<file path="src/hw/rtl/mac_data_frame_builder_macros.svh">
// Assertion macros used by the frame builder RTL.
`ifndef MAC_DATA_FRAME_BUILDER_MACROS_SVH
`define MAC_DATA_FRAME_BUILDER_MACROS_SVH

// Same-cycle implication, sampled on clock, off during reset.
`define MDFB_ASSERT_NOW(label, ante, cons, msg) \
   label: assert property (@(posedge clock) disable iff (reset) (ante) |-> (cons)) \
      else $error(msg);

// Next-cycle implication, sampled on clock, off during reset.
`define MDFB_ASSERT_NEXT(label, ante, cons, msg) \
   label: assert property (@(posedge clock) disable iff (reset) (ante) |=> (cons)) \
      else $error(msg);

`endif

</file>
<file path="src/hw/rtl/mdfb_pkg.sv">
// Types, register indexes and the CRC helper for the frame builder.
package mdfb_pkg;

   localparam int unsigned CsrIndexWidth = 3;
   localparam int unsigned CsrDataWidth  = 16;

   localparam logic [CsrIndexWidth-1:0] CSR_FRAME_CONTROL  = 3'd0;
   localparam logic [CsrIndexWidth-1:0] CSR_SEQ_START      = 3'd1;
   localparam logic [CsrIndexWidth-1:0] CSR_DEST_PAN       = 3'd2;
   localparam logic [CsrIndexWidth-1:0] CSR_DEST_ADDRESS   = 3'd3;
   localparam logic [CsrIndexWidth-1:0] CSR_SOURCE_ADDRESS = 3'd4;

   localparam logic [15:0] CRC_POLY_REFL = 16'h8408;

   // Position of the byte being emitted within the frame.
   typedef enum logic [3:0] {
      STEP_FC_LO,
      STEP_FC_HI,
      STEP_SEQ,
      STEP_PAN_LO,
      STEP_PAN_HI,
      STEP_DST_LO,
      STEP_DST_HI,
      STEP_SRC_LO,
      STEP_SRC_HI,
      STEP_PAYLOAD,
      STEP_CRC_LO,
      STEP_CRC_HI
   } step_type;

   // Header fields held by the register block.
   typedef struct packed {
      logic [15:0] frame_control;
      logic [15:0] dest_pan;
      logic [15:0] dest_address;
      logic [15:0] source_address;
   } cfg_type;

   // Load request for the sequence counter.
   typedef struct packed {
      logic       load;
      logic [7:0] value;
   } seq_load_type;

   // One frame byte handed to the output stage.
   typedef struct packed {
      logic       valid;
      logic [7:0] frame_byte;
      logic       frame_end;
   } emit_type;

   // Reflected CRC-16 update over one byte, LSB first.
   function automatic logic [15:0] crc_byte(input logic [15:0] crc, input logic [7:0] data);
      logic [15:0] c;
      logic        fb;
      c = crc;
      for (int k = 0; k < 8; k++) begin
         fb = data[k] ^ c[0];
         c  = {1'b0, c[15:1]};
         if (fb) begin
            c = c ^ CRC_POLY_REFL;
         end
      end
      return c;
   endfunction

endpackage

</file>
<file path="src/hw/rtl/mdfb_if.sv">
// Valid/ready channel interfaces for payload requests and frame responses.
interface mdfb_req_if;
   logic       valid;
   logic       ready;
   logic [7:0] payload_byte;
   logic       last_byte;
   logic       no_payload;

   modport source (output valid, output payload_byte, output last_byte, output no_payload,
                   input ready);
   modport sink (input valid, input payload_byte, input last_byte, input no_payload,
                 output ready);
endinterface

interface mdfb_rsp_if;
   logic       valid;
   logic       ready;
   logic [7:0] frame_byte;
   logic       frame_end;

   modport source (output valid, output frame_byte, output frame_end, input ready);
   modport sink (input valid, input frame_byte, input frame_end, output ready);
endinterface

</file>
<file path="src/hw/rtl/mdfb_csr.sv">
// Configuration register file holding the header fields.
module mdfb_csr (
   input  logic                                 clock,
   input  logic                                 reset,
   input  logic                                 csr_write_enable,
   input  logic [mdfb_pkg::CsrIndexWidth-1:0]   csr_index,
   input  logic [mdfb_pkg::CsrDataWidth-1:0]    csr_write_data,
   output mdfb_pkg::cfg_type                    cfg,
   output mdfb_pkg::seq_load_type               seq_load
);
   import mdfb_pkg::*;

   cfg_type cfg_ff;
   cfg_type cfg_in;

   // Decode the write into the addressed field; unknown indexes are dropped.
   always_comb begin
      cfg_in         = cfg_ff;
      seq_load.load  = 1'b0;
      seq_load.value = csr_write_data[7:0];
      if (csr_write_enable) begin
         unique case (csr_index)
            CSR_FRAME_CONTROL:  cfg_in.frame_control  = csr_write_data;
            CSR_SEQ_START:      seq_load.load         = 1'b1;
            CSR_DEST_PAN:       cfg_in.dest_pan       = csr_write_data;
            CSR_DEST_ADDRESS:   cfg_in.dest_address   = csr_write_data;
            CSR_SOURCE_ADDRESS: cfg_in.source_address = csr_write_data;
            default:            cfg_in                = cfg_ff;
         endcase
      end
   end

   always_ff @(posedge clock) begin
      if (reset) begin
         cfg_ff <= '0;
      end else begin
         cfg_ff <= cfg_in;
      end
   end

   assign cfg = cfg_ff;

endmodule

</file>
<file path="src/hw/rtl/mdfb_framer.sv">
// Item register and byte sequencer: header, payload pass-through and CRC.
`include "mac_data_frame_builder_macros.svh"

module mdfb_framer (
   input  logic                    clock,
   input  logic                    reset,
   mdfb_req_if.sink                req_chan,
   input  mdfb_pkg::cfg_type       cfg,
   input  mdfb_pkg::seq_load_type  seq_load,
   input  logic                    out_free,
   output mdfb_pkg::emit_type      emit
);
   import mdfb_pkg::*;

   logic        item_valid_ff, item_valid_in;
   logic [7:0]  payload_ff, payload_in;
   logic        last_ff, last_in;
   logic        none_ff, none_in;
   step_type    step_ff, step_in;
   logic        in_frame_ff, in_frame_in;
   logic [15:0] crc_ff, crc_in;
   logic [7:0]  seq_ff, seq_in;

   logic        fire;
   logic        final_step;
   logic        done;
   logic        accept;
   logic [7:0]  cur_byte;

   // Select the byte for the current step.
   always_comb begin
      unique case (step_ff)
         STEP_FC_LO:   cur_byte = cfg.frame_control[7:0];
         STEP_FC_HI:   cur_byte = cfg.frame_control[15:8];
         STEP_SEQ:     cur_byte = seq_ff;
         STEP_PAN_LO:  cur_byte = cfg.dest_pan[7:0];
         STEP_PAN_HI:  cur_byte = cfg.dest_pan[15:8];
         STEP_DST_LO:  cur_byte = cfg.dest_address[7:0];
         STEP_DST_HI:  cur_byte = cfg.dest_address[15:8];
         STEP_SRC_LO:  cur_byte = cfg.source_address[7:0];
         STEP_SRC_HI:  cur_byte = cfg.source_address[15:8];
         STEP_PAYLOAD: cur_byte = payload_ff;
         STEP_CRC_LO:  cur_byte = crc_ff[7:0];
         STEP_CRC_HI:  cur_byte = crc_ff[15:8];
         default:      cur_byte = 8'h00;
      endcase
   end

   assign fire       = item_valid_ff && out_free;
   assign final_step = ((step_ff == STEP_PAYLOAD) && !last_ff) || (step_ff == STEP_CRC_HI);
   assign done       = fire && final_step;
   assign req_chan.ready = !item_valid_ff || done;
   assign accept     = req_chan.valid && req_chan.ready;

   assign emit.valid      = fire;
   assign emit.frame_byte = cur_byte;
   assign emit.frame_end  = (step_ff == STEP_CRC_HI);

   // Update frame state, CRC and sequence number as bytes are emitted; a CSR load sets the sequence number.
   always_comb begin
      in_frame_in = in_frame_ff;
      crc_in      = crc_ff;
      seq_in      = seq_ff;
      if (fire) begin
         if (step_ff == STEP_FC_LO) begin
            in_frame_in = 1'b1;
            crc_in      = crc_byte(16'h0000, cur_byte);
         end else if (step_ff == STEP_CRC_HI) begin
            in_frame_in = 1'b0;
            crc_in      = 16'h0000;
         end else if (step_ff != STEP_CRC_LO) begin
            crc_in      = crc_byte(crc_ff, cur_byte);
         end
         if (step_ff == STEP_SEQ) begin
            seq_in = seq_ff + 8'd1;
         end
      end
      if (seq_load.load) begin
         seq_in = seq_load.value;
      end
   end

   // Hold or replace the item; pick the next step.
   always_comb begin
      item_valid_in = item_valid_ff;
      payload_in    = payload_ff;
      last_in       = last_ff;
      none_in       = none_ff;
      step_in       = step_ff;
      if (accept) begin
         item_valid_in = 1'b1;
         payload_in    = req_chan.payload_byte;
         last_in       = req_chan.last_byte;
         none_in       = req_chan.no_payload;
         if (!in_frame_in) begin
            step_in = STEP_FC_LO;
         end else if (req_chan.no_payload) begin
            step_in = STEP_CRC_LO;
         end else begin
            step_in = STEP_PAYLOAD;
         end
      end else if (done) begin
         item_valid_in = 1'b0;
      end else if (fire) begin
         priority case (step_ff)
            STEP_SRC_HI:  step_in = none_ff ? STEP_CRC_LO : STEP_PAYLOAD;
            STEP_PAYLOAD: step_in = STEP_CRC_LO;
            default:      step_in = step_type'(step_ff + 4'd1);
         endcase
      end
   end

   always_ff @(posedge clock) begin
      if (reset) begin
         item_valid_ff <= 1'b0;
         step_ff       <= STEP_FC_LO;
         in_frame_ff   <= 1'b0;
         crc_ff        <= 16'h0000;
         seq_ff        <= 8'h00;
      end else begin
         item_valid_ff <= item_valid_in;
         step_ff       <= step_in;
         in_frame_ff   <= in_frame_in;
         crc_ff        <= crc_in;
         seq_ff        <= seq_in;
      end
   end

   always_ff @(posedge clock) begin
      payload_ff <= payload_in;
      last_ff    <= last_in;
      none_ff    <= none_in;
   end

   `MDFB_ASSERT_NOW(a_header_first, item_valid_ff && !in_frame_ff, step_ff == STEP_FC_LO, "item outside a frame must start at the header")
   `MDFB_ASSERT_NEXT(a_crc_pair, fire && (step_ff == STEP_CRC_LO), item_valid_ff && (step_ff == STEP_CRC_HI), "CRC low byte not followed by CRC high byte")
   `MDFB_ASSERT_NEXT(a_seq_advance, fire && (step_ff == STEP_SEQ) && !seq_load.load, seq_ff == $past(seq_ff) + 8'd1, "sequence number did not advance after header")
   `MDFB_ASSERT_NEXT(a_crc_cleared, fire && (step_ff == STEP_CRC_HI), !in_frame_ff && (crc_ff == 16'h0000), "frame state not cleared after CRC")

endmodule

</file>
<file path="src/hw/rtl/mdfb_out_stage.sv">
// Output register stage driving the response channel.
module mdfb_out_stage (
   input  logic                clock,
   input  logic                reset,
   input  mdfb_pkg::emit_type  emit,
   output logic                out_free,
   mdfb_rsp_if.source          rsp_chan
);
   import mdfb_pkg::*;

   logic       valid_ff, valid_in;
   logic [7:0] byte_ff, byte_in;
   logic       end_ff, end_in;

   // Load a new byte whenever the register is empty or being drained.
   assign out_free = !valid_ff || rsp_chan.ready;

   always_comb begin
      valid_in = valid_ff;
      byte_in  = byte_ff;
      end_in   = end_ff;
      if (out_free) begin
         valid_in = emit.valid;
         if (emit.valid) begin
            byte_in = emit.frame_byte;
            end_in  = emit.frame_end;
         end
      end
   end

   always_ff @(posedge clock) begin
      if (reset) begin
         valid_ff <= 1'b0;
      end else begin
         valid_ff <= valid_in;
      end
   end

   always_ff @(posedge clock) begin
      byte_ff <= byte_in;
      end_ff  <= end_in;
   end

   assign rsp_chan.valid      = valid_ff;
   assign rsp_chan.frame_byte = byte_ff;
   assign rsp_chan.frame_end  = end_ff;

endmodule

</file>
<file path="src/hw/rtl/mac_data_frame_builder.sv">
// Top level of the MAC data frame builder.
//
// req_chan carries one payload byte per transfer with last_byte and no_payload
// flags; rsp_chan returns the frame one byte per transfer, frame_end marking
// the high CRC byte. The csr_ port writes frame_control, seq_start, dest_pan,
// dest_address and source_address by index 0..4; write only while idle.
// The first item of a frame emits the 9-byte header (sequence number counts
// up per frame), then the payload byte if any; closing items append the CRC-16.
// The first byte of an accepted item passes the item register, then the
// output register, before rsp_chan offers it. Throughput, set by the single
// output register: one result byte per cycle unless rsp_chan stalls. An item
// yields 1 byte mid-frame, 3 for a last byte, up to 12 for the first item
// of a frame; the next item is accepted as the current one's final byte fires.
// Reset clears the valid flags, step, header registers, sequence counter, CRC and frame state.
// When the receiver stalls, the output register holds its byte and the item
// register holds the current item; req_chan.ready drops until it drains.
module mac_data_frame_builder (
   input  logic                                clock,
   input  logic                                reset,
   mdfb_req_if.sink                            req_chan,
   mdfb_rsp_if.source                          rsp_chan,
   input  logic                                csr_write_enable,
   input  logic [mdfb_pkg::CsrIndexWidth-1:0]  csr_index,
   input  logic [mdfb_pkg::CsrDataWidth-1:0]   csr_write_data
);
   import mdfb_pkg::*;

   cfg_type      cfg;
   seq_load_type seq_load;
   emit_type     emit;
   logic         out_free;

   mdfb_csr u_csr (
      .clock            (clock),
      .reset            (reset),
      .csr_write_enable (csr_write_enable),
      .csr_index        (csr_index),
      .csr_write_data   (csr_write_data),
      .cfg              (cfg),
      .seq_load         (seq_load)
   );

   mdfb_framer u_framer (
      .clock    (clock),
      .reset    (reset),
      .req_chan (req_chan),
      .cfg      (cfg),
      .seq_load (seq_load),
      .out_free (out_free),
      .emit     (emit)
   );

   mdfb_out_stage u_out (
      .clock    (clock),
      .reset    (reset),
      .emit     (emit),
      .out_free (out_free),
      .rsp_chan (rsp_chan)
   );

endmodule
</file>
<file path="src/flat_wrapper.sv">
// flat-port wrapper written by rule: the top's interface ports become plain ports
module mac_data_frame_builder_flat import mdfb_pkg::*;
  (clock, reset, csr_write_enable, csr_index, csr_write_data, req_chan_valid, req_chan_payload_byte, req_chan_last_byte, req_chan_no_payload, req_chan_ready, rsp_chan_valid, rsp_chan_frame_byte, rsp_chan_frame_end, rsp_chan_ready);
  mdfb_req_if req_chan_i ();
  mdfb_rsp_if rsp_chan_i ();
  input  logic clock;
  input  logic reset;
  input  logic csr_write_enable;
  input  logic [mdfb_pkg::CsrIndexWidth-1:0] csr_index;
  input  logic [mdfb_pkg::CsrDataWidth-1:0] csr_write_data;
  input wire logic [$bits(req_chan_i.valid)-1:0] req_chan_valid;
  input wire logic [$bits(req_chan_i.payload_byte)-1:0] req_chan_payload_byte;
  input wire logic [$bits(req_chan_i.last_byte)-1:0] req_chan_last_byte;
  input wire logic [$bits(req_chan_i.no_payload)-1:0] req_chan_no_payload;
  output wire logic [$bits(req_chan_i.ready)-1:0] req_chan_ready;
  output wire logic [$bits(rsp_chan_i.valid)-1:0] rsp_chan_valid;
  output wire logic [$bits(rsp_chan_i.frame_byte)-1:0] rsp_chan_frame_byte;
  output wire logic [$bits(rsp_chan_i.frame_end)-1:0] rsp_chan_frame_end;
  input wire logic [$bits(rsp_chan_i.ready)-1:0] rsp_chan_ready;
  assign req_chan_i.valid = req_chan_valid;
  assign req_chan_i.payload_byte = req_chan_payload_byte;
  assign req_chan_i.last_byte = req_chan_last_byte;
  assign req_chan_i.no_payload = req_chan_no_payload;
  assign req_chan_ready = req_chan_i.ready;
  assign rsp_chan_valid = rsp_chan_i.valid;
  assign rsp_chan_frame_byte = rsp_chan_i.frame_byte;
  assign rsp_chan_frame_end = rsp_chan_i.frame_end;
  assign rsp_chan_i.ready = rsp_chan_ready;
  mac_data_frame_builder u_core (.clock(clock), .reset(reset), .req_chan(req_chan_i), .rsp_chan(rsp_chan_i), .csr_write_enable(csr_write_enable), .csr_index(csr_index), .csr_write_data(csr_write_data));
endmodule
</file>
<file path="config.mk">
export PLATFORM = sky130hd
export DESIGN_NAME = mac_data_frame_builder_flat
export DESIGN_NICKNAME = d
export VERILOG_FILES = /design/src/hw/rtl/mdfb_pkg.sv /design/src/hw/rtl/mdfb_if.sv /design/src/hw/rtl/mdfb_csr.sv /design/src/hw/rtl/mdfb_framer.sv /design/src/hw/rtl/mdfb_out_stage.sv /design/src/hw/rtl/mac_data_frame_builder.sv /design/src/flat_wrapper.sv
export VERILOG_INCLUDE_DIRS = /design/src /design/src/hw/rtl
export SDC_FILE = /design/constraint.sdc
export NUM_CORES = 1
export LEC_CHECK = 0
export ABC_AREA = 1
export BUFFER_PORTS_ARGS = -buffer_cell sky130_fd_sc_hd__buf_2
export CORE_ASPECT_RATIO = 0.8
export CORE_MARGIN = 2
export CORE_UTILIZATION = 25
export CTS_CLUSTER_DIAMETER = 200
export CTS_CLUSTER_SIZE = 24
export DETAILED_ROUTE_END_ITERATION = 6
export GPL_TIMING_DRIVEN = 0
export PLACE_DENSITY = 0.47
export SYNTH_ARGS = -nofsm -noshare
export SYNTH_HDL_FRONTEND = slang
export SYNTH_HIERARCHICAL = 1
export SYNTH_SLANG_ARGS = --single-unit
</file>
<file path="constraint.sdc">
create_clock -name clock -period 2.5 [get_ports clock]
set_clock_uncertainty 0.1 [all_clocks]
set_input_delay 0.25 -clock clock [delete_from_list [all_inputs] [get_ports clock]]
set_output_delay 0.25 -clock clock [all_outputs]
set_load 0.05 [all_outputs]
</file>
======== Word-level counts from Yosys, hierarchy flattened ========
Index checks and enable logic that the tools add are counted.
Widths: inputs -> output; s select.
cells by class
  reduce and logical (&&, ||, !) cells .... 25
  bitwise gates (word level) .............. 30
  add/subtract/negate cells ............... 2
  muxes and demuxes ....................... 79
  eq/ne operators ......................... 17
operators by type and width
  operator             number
  $mux 16              61
  $pmux 8 s12          1
  $not 2->3            15
  $mux 8               3
  $eq 4x3->1 const B   4
  $eq 4x4->1 const B   4
  $mux 4               4
  $reduce_and 2->1     8
  $xor 1x1->1          15
  $add 8x1->8 const B  1
  $eq 4x2->1 const B   2
  $pmux 4 s2           1
  $reduce_bool 2->1    4
  $mux 1               7
  $eq 3x2->1 const B   2
  $add 4x1->4 const B  1
  $eq 4x1->1 const B   1
  $logic_and 1x1->1    4
  $logic_not 4->1      1
  $mux 2               2
  $ne 4x4->1 const B   1
  $eq 3x1->1 const B   1
  $eq 3x3->1 const B   1
  $logic_not 1->1      3
  other kinds (4)      6
word-level totals
  input bits .............................. 34
  register bits after elaboration ......... 114
  output and inout bits ................... 11

======== Depth between registers and ports, before layout ========
Gate-level depths: netlist of run 1.
  depth in word-level cells ............... 49
  depth in mapped cells ................... 17

======== Hierarchy ========
Netlist of run 1, hierarchy kept.
modules (own cells, without submodules)
  module          cells an instance  area an instance (um^2)  instances
  mdfb_framer     556                3,523.4                  1
  mdfb_csr        385                2,695.1                  1
  mdfb_out_stage  15                 317.8                    1

======== Worst setup path before layout of run 1 ========
No wires, ideal clock.
  path type ............................... register to register
  start point ............................. reg u_core.u_framer.step_ff[1]
  end point ............................... reg u_core.u_framer.step_ff[1]
  buffers on the path ..................... 0
  clock period less this slack ............ 2.280 ns
  cell stages (with the launch flop) ...... 14
  slack ................................... 0.220 ns
  arrival ................................. 2.056 ns
  path through ............................ dfxtp_1 inv_1 ha_1 inv_1 nor2_8 inv_2 o21ai_4 inv_2 o21ai_4 nand2_4 inv_1 nor2_1 a21oi_1 a21oi_1
between the ends
  word-level cells in the longest chain between the ends .. 8
  elaborated cells on any way between the ends .. 21
  those cells by class .................... add/sub: 1; eq/ne: 4; mux: 8; reduce/logical: 8
RTL lines
  element                                                    line                RTL
  start: declaration                                         mdfb_framer.sv:19   step_type step_ff, step_in;
  start signal: assignment                                   mdfb_framer.sv:122  step_ff <= step_in;
  $eq 4x4->1                                                 mdfb_framer.sv:50   assign final_step = ((step_ff == STEP_PAYLOAD) && !last_ff) || (step_ff == STEP_CRC_HI);
  $logic_and 1x1->1                                          mdfb_framer.sv:50
  $logic_or 1x1->1 (*)                                       mdfb_framer.sv:50
  $logic_and 1x1->1 (*)                                      mdfb_framer.sv:51   assign done = fire && final_step;
  $logic_or 1x1->1 (*)                                       mdfb_framer.sv:52   assign req_chan.ready = !item_valid_ff || done;
  via req_chan_ready                                         flat_wrapper.sv:15  output wire logic [$bits(req_chan_i.ready)-1:0] req_chan_ready;
  $logic_and 1x1->1 (*)                                      mdfb_framer.sv:53   assign accept = req_chan.valid && req_chan.ready;
  via u_core.u_framer.accept                                 mdfb_framer.sv:27   logic accept;
  $ne 2x1->1 (no line) or $reduce_bool 2->1 (tied branches)  n/a
  $reduce_and 2->1 (no line)                                 n/a
Mark *: on every way through the listed nets, which the timed path passes. The rest lies on a longest branch. The select of a mux whose other input is x is not followed.
A chain may end at the register's enable or synchronous reset.

==> impl_results.md, run 1 <==
* Routed wl met2 at 9100 um
* CP Data Arrival Time at 2.64 ns
* Clock tree sinks at 114
* CTS H-tree lvls at 4
* Leak at 0.00369 uW
* Final min period at 2.39 ns
* Min Hold Slack at 0.0474 ns
* Detailed Route WL at 23000 um
* Status: completed
* Avg Inst Size Synth at just under 7 um^2
* Worst-Skew Late Latency at about 0.43 ns
* Part of the cycle the worst path needs at 95.6%
* Fillers at 2848
* Number of global-route vias before repair at slightly below 6k
* DRC at 0
* Slew @ Worst Pin at 0.795 ns
* Detailed Routing Iterations Pass 1 at 4
* Cell Pwr Density at 696 nW/um^2
* Core area at around 26000 um^2
* Ports at 45
* Highest routed layer: met4
* Nets at 1073
* Die area at 27500 um^2
* Die Width at 185 um
* Routed wire per std cell at roughly 16 um
* Vias/cell at 4.66
* HP Class: in2reg
* Max Fanout on Critical Path at 10
* Netlist cell types at 47
* Synthesized area at 6540 um^2
* Crit path kind: reg2reg
* Ys async rst share at 0%
* Main synth FF type: dfxtp_1
* Gpl congestion at approximately 0.86
* Syn_nets at 995
* Initial antenna violation count at 0
* Max VDD drop at 0.000467 V
* CP Launch Type: flop
* Clk slew on worst S/H paths at 0.06 ns
* First-pass GRT wire length at 35400 um
* Max Fclk at between 0.4 and 0.5 GHz
* Gr usage total at 17.4%
* Antenna cells at 0
* Half-perimeter wire length after placement at 17600 um
* Max-cap check violation count at 0
* Final Slew Violations at 0
* Root Buffer: clkbuf_16
* Initial drt markers at approximately 540
* Syn Inst Count at 956
* Num CTS Buffers at 17
* Met3 wire length at 1790 um
* Starting Density at 25.6%
* Number of nets still failing antenna checks after routing at 0
* Top-area cell type share of the netlist area at between 20% and 30%
* Max-slew headroom at 47.0%
* Synthesis-to-finish area growth at 25.1%
* Total number of vias at 6508
* Die height at roughly 150 um
* Layout cells sized above 1 at 20.2%
* Clock Tree Buf Depth at 2
* YS warnings at 6
* Post-synth EDFFs at 19
* GRT overflow at 0
* Final Hold Viols at 0
* Setup TNS at 0 ns
* Synth area leader: dfxtp_1
* Critical Path RT at 2.75 ns
* Synthesis-stage register bit count at roughly 110
* CTS tree: done
* Setup Viol. Count Final at 0
* Met1 wire length at approximately 12000 um
* Seq/Total Area, Yosys at between 30% and 40%
* CP endpoint kind: flop
* Multi-input logic area at 3630 um^2
* Row cnt at 52
* Ranking of synthesized cells by area: dfxtp_1, nand2_1, nand3_1
* Storage cell area at approximately 2500 um^2
* IO buf count at 44
* Largest net degree at the start of global routing at 17
layer usage:
layer	up-vias	track usage, %
li1	3276	-
met1	3011	27.0
met2	206	23.9
met3	15	4.58
met4	0	3.25
met5	-	0
cells in the final DEF (no fill, tap or decap), types with 5 or more instances in the layout:
cell / instances
edfxtp_1: 19
dfxtp_1: 93
buf_2: 51
o21ai_0: 25
nand2_1: 230
nand3_1: 151
buf_6: 12
buf_1: 6
inv_2: 12
clkbuf_16: 19
nor2_4: 26
clkbuf_1: 6
inv_1: 59
a21oi_1: 28
nand2_2: 11
nor2_1: 144
buf_4: 18
clkinvlp_4: 6
nand3_4: 5
nor2_2: 12
xor2_1: 7
nand4_1: 26
a31oi_1: 7
dlygate4sd3_1: 11
report_power, final:
group          internal (uW)  leakage [uW]  switching [uW]
clock network           1510      0.000278             935
registers               1980      0.000957            83.4
logic                    372       0.00246             808
total                   3860       0.00369            1830
metrics by stage:
step           setup slack, ns  cell area, um^2  total power (uW)  util (%)  std cells
3_5_place_dp            -0.497             7200              3190      28.2       1351
6_report                 0.110             8170              5690      32.0       1398
2_1_floorplan            0.220             6540              2850         -        956
3_3_place_gp            -0.534             7200              3190      28.2       1351
4_1_cts                 0.0147             7980              5690      31.3       1395
5_1_grt               -0.00711             8170              5950      32.0       1398
state kept, by name, summed over array words and instances (netlist names):
| name | flops |
|---|---|
| u_core/u_csr/cfg | 64 |
| u_core/u_framer/crc_ff | 16 |
| u_core/u_framer/payload_ff | 8 |
| u_core/u_framer/seq_ff | 8 |
| u_core/u_out/rsp_chan.frame_byte | 8 |
| u_core/u_framer/step_ff | 4 |
| u_core/u_framer/in_frame_ff | 1 |
| u_core/u_framer/item_valid_ff | 1 |
| u_core/u_framer/last_ff | 1 |
| u_core/u_framer/none_ff | 1 |
| u_core/u_out/rsp_chan.frame_end | 1 |
| u_core/u_out/rsp_chan.valid | 1 |
cells by family after synthesis:
logic type | count (synthesis) | share of synthesized area (%)
flops | 114 | 37.8
xor+xnor | 7 | 0.938
compound gates | 77 | 6.95
buf+inv | 129 | 9.84
fa+ha+maj | 5 | 0.957
simple gates | 624 | 43.5
critical path, cell delays in order, from the launching register on:
cell and delay, ns:
dfxtp_2 0.38, inv_2 0.08, ha_1 0.19, clkbuf_4 0.21, buf_4 0.21, nand3_1 0.09, nand2_1 0.06, nor2_2 0.15
nand3_2 0.16, nand2_1 0.09, nand2_1 0.11, clkinv_1 0.08, nand2_1 0.09, nand3_1 0.10, nand3_1 0.08, a21oi_1 0.13
cell type report:
cell class / count / area share [%]
sequential: 114 / 30.3
timing repair buffer: 59 / 4.48
inverter: 79 / 3.89
clock buffer: 21 / 6.03
tap: 351 / 5.37
buffer: 50 / 4.29
clock inverter: 11 / 1.21
multi-input combinational: 713 / 44.5
path summary, 6_finish.rpt:
kind,start,to,slack (ns),depth (start not counted)
setup / recovery,u_core/u_framer/step_ff[0],u_core/u_framer/crc_ff[3],0.11,15
hold / removal,rsp_chan_ready,u_core/u_out/rsp_chan.valid,0.05,4
setup reg to reg,u_core/u_framer/step_ff[0],u_core/u_framer/crc_ff[3],0.11,15
hold reg to reg,u_core/u_csr/cfg[51],u_core/u_csr/cfg[51],0.38,2
what timing repair did:
action | in CTS | in global routing
hold endpoints to repair | 11 | 0
gates resized for setup | 28 | 44
endpoints found under the setup margin | 24 | 29
setup buffers | 1 | 3
hold buffers | 11 | 0
pin swaps | 1 | 13
Yosys cell counts (2+ instances only):
master and n:
nand2_2 5, buf_2 11, xor2_1 7, nor2_8 2, dfxtp_1 95, inv_2 12
a221oi_1 2, buf_1 6, nor3_1 3, or2_2 2, a31oi_1 7, ha_1 5
clkbuf_1 8, clkinv_1 3, nand3_1 152, o21ai_0 27, nand2_4 2, nor2_4 8
nand4_1 26, nor2_1 161, nor2_2 13, nand3_2 7, o21ai_4 2, a21oi_1 28
nand2_1 238, buf_4 13, edfxtp_1 19, inv_1 62, buf_6 11, a21oi_2 2
Note: power is estimated with default switching activity, not from simulation.
==> inputs of run 2 (changes only) <==
- CTS_BUF_LIST: default -> sky130_fd_sc_hd__clkbuf_8
==> run 2 against run 1 <==
  * Register-to-register slack about the same
  * Setup slack is essentially flat
  * Sequential cell count stayed put
  * Critical endpoint unchanged
==> impl_results.md, run 2 (synthesis results as in run 1) <==
* Worst-Skew Late Latency at between 0.4 and 0.5 ns
* Layout cells sized above 1 at around 20%
* Max Fanout on Critical Path at 10
* DRC at 0
* Number of nets still failing antenna checks after routing at 0
* CTS H-tree lvls at 4
* Crit path kind: reg2reg
* Largest net degree at the start of global routing at 17
* Sequential group share of total power at around two fifths
* Row cnt at 52
* Clock Tree Buf Depth at 2
* Gr usage total at around 18%
* Final Cell Area at between 7000 and 8000 um^2
* Die height at 149 um
* Setup Viol. Count Final at 0
* CP Capture Point: u_core/u_framer/crc_ff[3]
* R2R Setup Slk at between 0.1 and 0.15 ns
* Max VDD drop at 0.000349 V
* Slowest library cell on the worst path: dfxtp_4
* Part of the cycle the worst path needs at 95.6%
* Critical Path RT at between 2 and 3 ns
* Starting Density at 25.6%
* Worst path max stage delay at 0.38 ns
* Clock tree sinks at 114
* CP startpoint: u_core/u_framer/step_ff[0]
* Internal Pwr Total at 3350 uW
* IO buf count at 44
* R2R Path Start: u_core/u_framer/step_ff[0]
* Storage cell area at 2480 um^2
* Net Sw Power at 1740 uW
* CP endpoint kind: flop
* Final Slew Violations at 0
* Switching portion of total power at between 30 and 40%
* Comb pwr share at a little under a quarter
* Total number of vias at 6571
* Clock power frac at 36.5%
* Die area at 27500 um^2
* Antenna cells at 0
* Placed insts at 1351
* Critical path depth at 15
* Routed wire per std cell at 16.5 um
* Max Fclk at 0.418 GHz
* CTS tree: done
* Synthesis-to-finish area growth at 22.1%
* Clk slew on worst S/H paths at 0.08 ns
* CP dominant cell by count: nand2_1
* Gpl congestion at 0.856
* CP Launch Type: flop
* Final min period at around 2.4 ns
* Final Hold Viols at 0
* Most common cell after layout, fill and taps aside: nand2_1
* CP cell instances: inv_1 -> ha_1 -> clkbuf_4 -> buf_4 -> nand3_1 -> nand2_1 -> nor2_2 -> nand3_2 -> nand2_1 -> nand2_1 -> clkinv_1 -> nand2_1 -> nand3_1 -> nand3_1 -> a21oi_1
* Core area at between 20000 and 30000 um^2
* Total Power at 5090 uW
* Buf/Inv on CP at 4
* Max-cap check violation count at 0
* Ports at 45
* Nets at 1075
* CP Data Arrival Time at 2.68 ns
* Delay-heaviest family, CP: simple AND/OR/NAND/NOR gates
* Max-slew headroom at a little under half
* RSZ-0062 raised after global routing: yes
* Num CTS Buffers at 17
* Initial drt markers at 578
* Most frequent cells in the layout: nand2_1, nand3_1, nor2_1, dfxtp_1, inv_1
* Detailed Routing Iterations Pass 1 at 5
* Initial antenna violation count at 0
* Detailed Route WL at 23100 um
* Die Width at 185 um
* Final WS setup at ~0.11 ns
* Non-filler cells, final at approximately 1.4k
* Worst R2R End: u_core/u_framer/crc_ff[3]
* Setup TNS at 0 ns
* Slew @ Worst Pin at around 0.80 ns
* GRT overflow at 0
* Leak at 0.00361 uW
* Multi-input logic area at between 3000 and 4000 um^2
* Status: completed
* Placed Area at 7200 um^2
* Number of global-route vias before repair at approximately 5.9k
* Reg2reg path depth at 15
* Fillers at about 2.9k
* Setup WS pre-CTS at -0.497 ns
* HP Class: in2reg
* Number of flip-flops in the largest register at 64
* Half-perimeter wire length after placement at 17600 um
* Cell Pwr Density at 638 nW/um^2
* Root Buffer: clkbuf_8
* First-pass GRT wire length at 35400 um
* Vias/cell at between 4 and 5
## run 2: cell types whose count changed in the layout (fill, tap and decap cells not counted), moves of 2 or more
cell / delta
inv_1: +2
bufinv_16: +2
clkbuf_8: +17
clkbuf_16: -19
nor2_2: +2
dlygate4sd3_1: +2
nor2_4: -3
## run 2: how the worst min path moves through the flow
| stage | start | endpoint | slack [ns] | cells after the start |
|---|---|---|---|---|
| floorplan | reset | u_core/u_out/rsp_chan.valid | 0.21 | 1 |
| global placement | req_chan_payload_byte[3] | u_core/u_framer/payload_ff[3] | 0.33 | 1 |
| detailed placement | req_chan_payload_byte[6] | u_core/u_framer/payload_ff[6] | 0.33 | 1 |
| CTS | csr_write_data[7] | u_core/u_framer/seq_ff[7] | 0.03 | 4 |
| global route | csr_write_data[4] | u_core/u_framer/seq_ff[4] | 0.04 | 4 |
| finish | csr_write_data[7] | u_core/u_framer/seq_ff[7] | 0.06 | 4 |
## run 2: repair_timing
item	4_1_cts	5_1_grt
gates cloned	0	0
setup endpoints to repair	29	28
endpoints found under the hold margin	13	0
pin swaps	2	8
resized for setup	29	35
hold buffers	13	0
buffers inserted	2	2
## run 2: per-layer routing
metal	up-vias	part of all wire, %	global-route usage [%]	wire length (um)
met2	222	39	23.9	9060
li1	3281	-	-	-
met4	0	0.50	3.10	116
met1	3060	52	27.6	12100
met3	8	8.1	4.31	1860
met5	-	0	0	0
## run 2: power by group through the flow
stage	Sequential, uW	Combinational, uW	Clock [uW]
3_3_place_gp	2100	1090	0
5_1_grt	2070	1290	2010
4_1_cts	2060	1130	1920
3_5_place_dp	2100	1090	0
6_report	2060	1170	1860
2_1_floorplan	2110	735	0
## run 2: metrics by stage
step / hold WS (ns) / utilization (%)
floorplan: 0.212 / -
global placement: 0.330 / 28.2
detailed placement: 0.328 / 28.2
CTS: 0.0269 / 30.7
global route: 0.0444 / 31.3
finish: 0.0591 / 31.3
## run 2: worst min-delay path, stage by stage
cell      delay (ns)
buf_2           0.11
buf_4           0.10
o211ai_1        0.07
inv_1           0.05
## run 2: cell type report
cell class | count | share of cell area (%)
multi-input cells | 713 | 45.1
flip-flops and latches | 114 | 31.1
well taps | 351 | 5.51
repair buffers | 61 | 4.85
plain buffers | 50 | 4.36
inverters | 79 | 3.95
clock buffers | 18 | 3.11
clock inverters | 14 | 2.04
